[config.mk]
export PLATFORM = sky130hd
export DESIGN_NAME = ttc_proj_lane
export DESIGN_NICKNAME = d
export VERILOG_FILES = /design/src/hdl/ttc_pkg.sv /design/src/hdl/ttc_proj_lane.sv
export SDC_FILE = /design/constraint.sdc
export NUM_CORES = 2
export LEC_CHECK = 0
export ABC_AREA = 1
export ABC_CLOCK_PERIOD_IN_PS = 11760
export BUFFER_PORTS_ARGS = -buffer_cell sky130_fd_sc_hd__buf_2
export CAP_MARGIN = 20
export CORE_UTILIZATION = 35
export CTS_CLUSTER_SIZE = 28
export DETAILED_ROUTE_END_ITERATION = 6
export PLACE_DENSITY = 0.56
export SLEW_MARGIN = 5
export SYNTH_ARGS = -nofsm -noshare
export SYNTH_HDL_FRONTEND = slang
export SYNTH_MEMORY_MAX_BITS = 65536
export SYNTH_SLANG_ARGS = --single-unit
[constraint.sdc]
create_clock -name clk -period 11.76 [get_ports clk]
set_input_delay 2.352 -clock clk [delete_from_list [all_inputs] [get_ports clk]]
set_output_delay 2.352 -clock clk [all_outputs]
set_load 0.05 [all_outputs]
[src/hdl/ttc_pkg.sv]
`timescale 1ns / 1ps
// ----------------------------------------------------------------------------
// ttc_pkg
// Shared widths, types and register codes of the triangle transform block.
// ----------------------------------------------------------------------------
package ttc_pkg;

  localparam int COORD_BITS = 16;       // screen coordinate width, Q.4
  localparam int SLOT_BITS  = 16;       // slot counter width
  localparam int VW         = 16;       // Q8.8 vertex and camera fields
  localparam int CW         = 16;       // Q2.14 matrix coefficients
  localparam int RegW       = 48;       // packed three-field registers
  localparam int SizeW      = 12;       // width, height, focal
  localparam int PW         = VW + CW;  // one rotation product
  localparam int SW         = PW + 2;   // sum of three products
  localparam int TW         = 21;       // rotated coordinate, Q.8
  localparam int EW         = TW + 1;   // edge and camera vector
  localparam int MW         = 2 * EW;   // cross product term
  localparam int NW         = MW + 1;   // normal component
  localparam int NLW        = 23;       // low part of a normal component
  localparam int NHW        = NW - NLW; // high part of a normal component
  localparam int PLW        = NLW + 1 + EW;
  localparam int PHW        = NHW + EW;
  localparam int DOTW       = PHW + NLW + 3;
  localparam int NUMP       = TW + SizeW + 1;  // coord * focal, signed
  localparam int NUMW       = NUMP + 4;        // magnitude * 16
  localparam int ZW         = TW;              // divisor width
  localparam int QB         = NUMW;            // quotient bits, one per stage
  localparam int QSW        = NUMW + 2;        // signed, floored quotient
  localparam int ZOffset    = 1280;            // 5.0 in Q.8
  localparam int ShiftQ     = 14;

  // Pipeline positions (index of the stage register holding the item)
  localparam int KEEP_IDX   = 6;
  localparam int LAST       = QB + 4;

  localparam logic [2:0] REG_ROT_X  = 3'd0;
  localparam logic [2:0] REG_ROT_Y  = 3'd1;
  localparam logic [2:0] REG_ROT_Z  = 3'd2;
  localparam logic [2:0] REG_CAMERA = 3'd3;
  localparam logic [2:0] REG_WIDTH  = 3'd4;
  localparam logic [2:0] REG_HEIGHT = 3'd5;
  localparam logic [2:0] REG_FOCAL  = 3'd6;

  typedef logic signed [VW-1:0]         vcoord_t;
  typedef logic signed [TW-1:0]         tcoord_t;
  typedef logic signed [COORD_BITS-1:0] scoord_t;
  typedef logic [SizeW-1:0]             size_t;

endpackage

[src/hdl/ttc_proj_lane.sv]
`timescale 1ns / 1ps
// ----------------------------------------------------------------------------
// ttc_proj_lane
// Projects one coordinate: floor(c*focal*16/z) + size*8, saturated; zero when z <= 0.
// A restoring divider gives one quotient bit per pipeline stage.
// ----------------------------------------------------------------------------
module ttc_proj_lane import ttc_pkg::*; (
  input  logic    clk,
  input  logic    en,
  input  tcoord_t c,
  input  tcoord_t z,
  input  size_t   focal,
  input  size_t   size,
  output scoord_t res,
  output logic    behind
);

  localparam logic signed [QSW-1:0] SatHi = QSW'((64'sd1 <<< (COORD_BITS - 1)) - 1);
  localparam logic signed [QSW-1:0] SatLo = -QSW'(64'sd1 <<< (COORD_BITS - 1));

  logic signed [NUMP-1:0] num;
  tcoord_t                zr;
  logic [NUMP-1:0]        mag_abs;
  logic [NUMW-1:0]        mag;
  logic                   neg0;
  logic                   zpos0;
  logic [ZW-1:0]          dz0;

  logic [ZW-1:0]   rem  [QB];
  logic [NUMW-1:0] dvd  [QB];
  logic [NUMW-1:0] quo  [QB];
  logic [ZW-1:0]   dzp  [QB];
  logic            negp [QB];
  logic            zpp  [QB];

  logic [ZW:0]           trial [QB];
  logic                  qbit  [QB];
  logic [ZW-1:0]         rin   [QB];
  logic [NUMW-1:0]       din   [QB];
  logic [NUMW-1:0]       qin   [QB];
  logic [ZW-1:0]         zin   [QB];
  logic signed [QSW-1:0] qs;
  logic signed [QSW-1:0] pos;

  assign mag_abs = num[NUMP-1] ? NUMP'(-num) : NUMP'(num);

  always_ff @(posedge clk) begin
    if (en) begin
      num   <= NUMP'(c * $signed({1'b0, focal}));
      zr    <= z;
      mag   <= {mag_abs, 4'b0000};
      neg0  <= num[NUMP-1];
      zpos0 <= (zr > 0);
      dz0   <= zr;
    end
  end

  always_comb begin
    for (int k = 0; k < QB; k++) begin
      rin[k]   = (k == 0) ? '0   : rem[(k == 0) ? 0 : k-1];
      din[k]   = (k == 0) ? mag  : dvd[(k == 0) ? 0 : k-1];
      qin[k]   = (k == 0) ? '0   : quo[(k == 0) ? 0 : k-1];
      zin[k]   = (k == 0) ? dz0  : dzp[(k == 0) ? 0 : k-1];
      trial[k] = {rin[k], din[k][NUMW-1]};
      qbit[k]  = (trial[k] >= {1'b0, zin[k]});
    end
  end

  // One quotient bit per stage
  always_ff @(posedge clk) begin
    if (en) begin
      for (int k = 0; k < QB; k++) begin
        rem[k]  <= qbit[k] ? ZW'(trial[k] - {1'b0, zin[k]}) : ZW'(trial[k]);
        dvd[k]  <= {din[k][NUMW-2:0], 1'b0};
        quo[k]  <= {qin[k][NUMW-2:0], qbit[k]};
        dzp[k]  <= zin[k];
        negp[k] <= (k == 0) ? neg0  : negp[(k == 0) ? 0 : k-1];
        zpp[k]  <= (k == 0) ? zpos0 : zpp[(k == 0) ? 0 : k-1];
      end
    end
  end

  // Floor for negative numerators, center, saturate
  always_comb begin
    qs  = QSW'(quo[QB-1]);
    if (negp[QB-1]) begin
      qs = -(qs + QSW'(rem[QB-1] != '0));
    end
    pos = qs + QSW'({size, 3'b000});
  end

  always_ff @(posedge clk) begin
    if (en) begin
      behind <= !zpp[QB-1];
      if (!zpp[QB-1]) begin
        res <= '0;
      end else if (pos > SatHi) begin
        res <= COORD_BITS'(SatHi);
      end else if (pos < SatLo) begin
        res <= COORD_BITS'(SatLo);
      end else begin
        res <= COORD_BITS'(pos);
      end
    end
  end

endmodule

==> impl_metrics.json <==
{
  "placed_area_um2": 157500,
  "ys_warn_count": 0,
  "fp.dieW_um": 657.1,
  "cp-end-kind": "flip-flop",
  "syn2layout_area_growth_pct": 11.99,
  "clkSinkCount": 3082,
  "clkTransAtPathRegs_ns": 0.06,
  "routedWlPerCell_um": 14.34,
  "clk-insertion-delay-late_ns": 0.93,
  "row_count": 240,
  "ctsResizeCount": 0,
  "critPathLaunchType": "primary input",
  "htree_levels": 5,
  "synth_cell_types": 60,
  "run_status": "finished clean",
  "setup_tns_ns": 0,
  "ys.flop_type": "edfxtp_1",
  "ctsHoldBuffers": 0,
  "cap_violations": 0,
  "power_density_nw_per_um2": 249.2,
  "hold_viol": 0,
  "cts-root-buf": "clkbuf_16",
  "ys_top_cells_by_area": "edfxtp_1 62%, ha_1 7.6%, nand2_1 4.9%",
  "postCtsSetupRepairBufs": 0,
  "antenna_found_initial": 3,
  "regArea_um2": 92550,
  "core-area_um2": 427300,
  "fin_area_um2": 168200,
  "synth_edf_count": 3082,
  "slew_viol_final": 0,
  "ys_ff_latch": 3082,
  "die_area_um2": 431800,
  "worst_slew_pin_slew_ns": 1.103,
  "start_util_pct": 35.15,
  "yosysMostFrequentCell": "edfxtp_1",
  "rsz0062_at_grt": "false",
  "multi_input_area_um2": 49770,
  "async_flop_share_pct": 0,
  "netlist_instances": 12730,
  "ant_nets": 0,
  "cts_tree": "yes",
  "grt_pass1_wl_um": 441000,
  "whs_ns": 0.3965,
  "fp.dieH_um": 657.1,
  "track_usage_pct": 12.36,
  "peakVddDrop_uv": 216.6,
  "dr.pass1.iters": 7,
  "drive_gt1_share_pct": 5.475,
  "hpwl_um": 193500,
  "numPortBuffers": 84,
  "setup_viol": 0,
  "grt_pass1_vias": 87870,
  "fin_crit_sh_pct": 65.80,
  "io_pins": 85,
  "power_mw": 41.92,
  "crit_arrival_ns": 8.38,
  "criticalPathCategory": "in2reg",
  "nets": 14240,
  "ctsLongestPathBuffers": 4,
  "drc_errors": 0,
  "syn_area_per_cell_um2": 11.80,
  "wl_um": 271700,
  "fill_cells": 40350,
  "slew_headroom_pct": 25.78,
  "post-route-min-period_ns": 7.738,
  "synth_top_area_share_pct": 61.62,
  "seq_area_frac_synth_pct": 61.62,
  "max_freq_mhz": 129.2,
  "path_max_fanout": 21,
  "place.gp.congestion": 0.8452,
  "clock_skew_ns": 0.06073,
  "gr-total-overflow": 0,
  "drtIter0Drc": 4967,
  "netlist_top_cells_count": "3082 x edfxtp_1, 1964 x nand2_1, 1839 x inv_1, 1123 x a21oi_1, 910 x ha_1",
  "vias": 87230,
  "cp_data_required_time_ns": 12.40,
  "leakage_nw": 67.74,
  "hold_path_class": "reg2reg",
  "grt_max_degree": 187,
  "synth_nets": 13970,
  "syn-cell-area_um2": 150200,
  "synth_area_leader_cell": "edfxtp_1",
  "via_per_inst": 4.603,
  "cts_buffers": 332
}
==> area by class of cell <==
cell class | instances | area share [%]
clock inverter | 180 | 1.110
sequential | 3082 | 55.02
inverter | 1867 | 4.166
timing repair buffer | 151 | 0.7037
clock buffer | 418 | 5.182
tap | 5687 | 4.230
multi-input combinational | 7563 | 29.59
antenna | 1 | 0.001488
==> layer usage <==
metal / share of wire [%] / vias to the layer above / GRT usage, %
met1: 42 / 41080 / 14.35
li1: - / 44530 / -
met5: 0 / - / 0
met3: 3.1 / 537 / 1.584
met2: 51 / 1088 / 22.85
met4: 4.1 / 0 / 5.132
==> flip-flops by register name (all words and copies together), names as in the netlist, 34 cells and up <==
name / flops
dvd: 561
quo: 741
zpp: 38
rem: 798
negp: 38
mag: 34
dzp: 777
num: 34
==> where the power goes <==
| part | internal, mW | switching (mW) |
|---|---|---|
| clock | 5.93 | 4.23 |
| combinational | 6.13 | 9.14 |
| sequential | 15.5 | 1.03 |
==> cell families (layout without fill, tap and decap cells) <==
| group | Yosys count | count (layout) | share of synthesized area [%] |
|---|---|---|---|
| AND/OR/NAND/NOR | 3317 | 3317 | 9.156 |
| adder cells (fa/ha/maj) | 1176 | 1176 | 11.13 |
| other | 0 | 1 | 0 |
| XOR/XNOR | 782 | 782 | 4.560 |
| flip-flops | 3082 | 3082 | 61.62 |
| AO/OA/AOI/OAI | 2288 | 2288 | 8.254 |
| buffers and inverters | 2085 | 2616 | 5.285 |
==> critical path: stages <==
cell	delay (ns)
buf_2	0.44
nand2_1	0.16
fa_1	0.56
inv_1	0.06
fa_1	0.49
fa_1	0.51
inv_1	0.07
fa_1	0.46
fa_1	0.54
inv_1	0.04
ha_1	0.34
nand2_1	0.08
inv_1	0.04
a21oi_1	0.21
o21ai_0	0.16
a21boi_0	0.33
o21ai_0	0.19
a21boi_0	0.40
o21ai_0	0.27
nand3_1	0.13
o211ai_1	0.13
nand2_1	0.09
nand2_1	0.07
nand2_1	0.07
nand2_1	0.06
xnor2_1	0.11
==> cells in the final DEF (no fill, tap or decap), types with 336 or more instances in the layout <==
cell | Yosys | layout
nor2_1 | 780 | 780
inv_1 | 1839 | 1839
clkbuf_16 | 0 | 336
o21ai_0 | 702 | 702
edfxtp_1 | 3082 | 3082
nand2_1 | 1964 | 1964
a21oi_1 | 1123 | 1109
xor2_1 | 399 | 399
xnor2_1 | 383 | 383
ha_1 | 910 | 910
==> through the flow <==
step,util (%),std cells,setup slack (ns)
floorplan,-,12730,3.962
global placement,36.86,18340,2.956
detailed placement,36.86,18350,3.010
CTS,39.34,18940,3.994
global route,39.37,18950,3.569
finish,39.37,18950,4.022
==> final timing paths <==
check                              from               endpoint  slack [ns]  cells after the start
setup / recovery               focal[3]      num[33]$_DFFE_PP_        4.02                     26
hold / removal    dvd[0][290]$_DFFE_PP_   dvd[1][32]$_DFFE_PP_        0.40                      0
setup reg to reg  rem[4][106]$_DFFE_PP_  res[13]$_SDFFCE_PN0P_        5.50                     36
hold reg to reg   dvd[0][290]$_DFFE_PP_   dvd[1][32]$_DFFE_PP_        0.40                      0
Power figures use the tool's default switching activity.
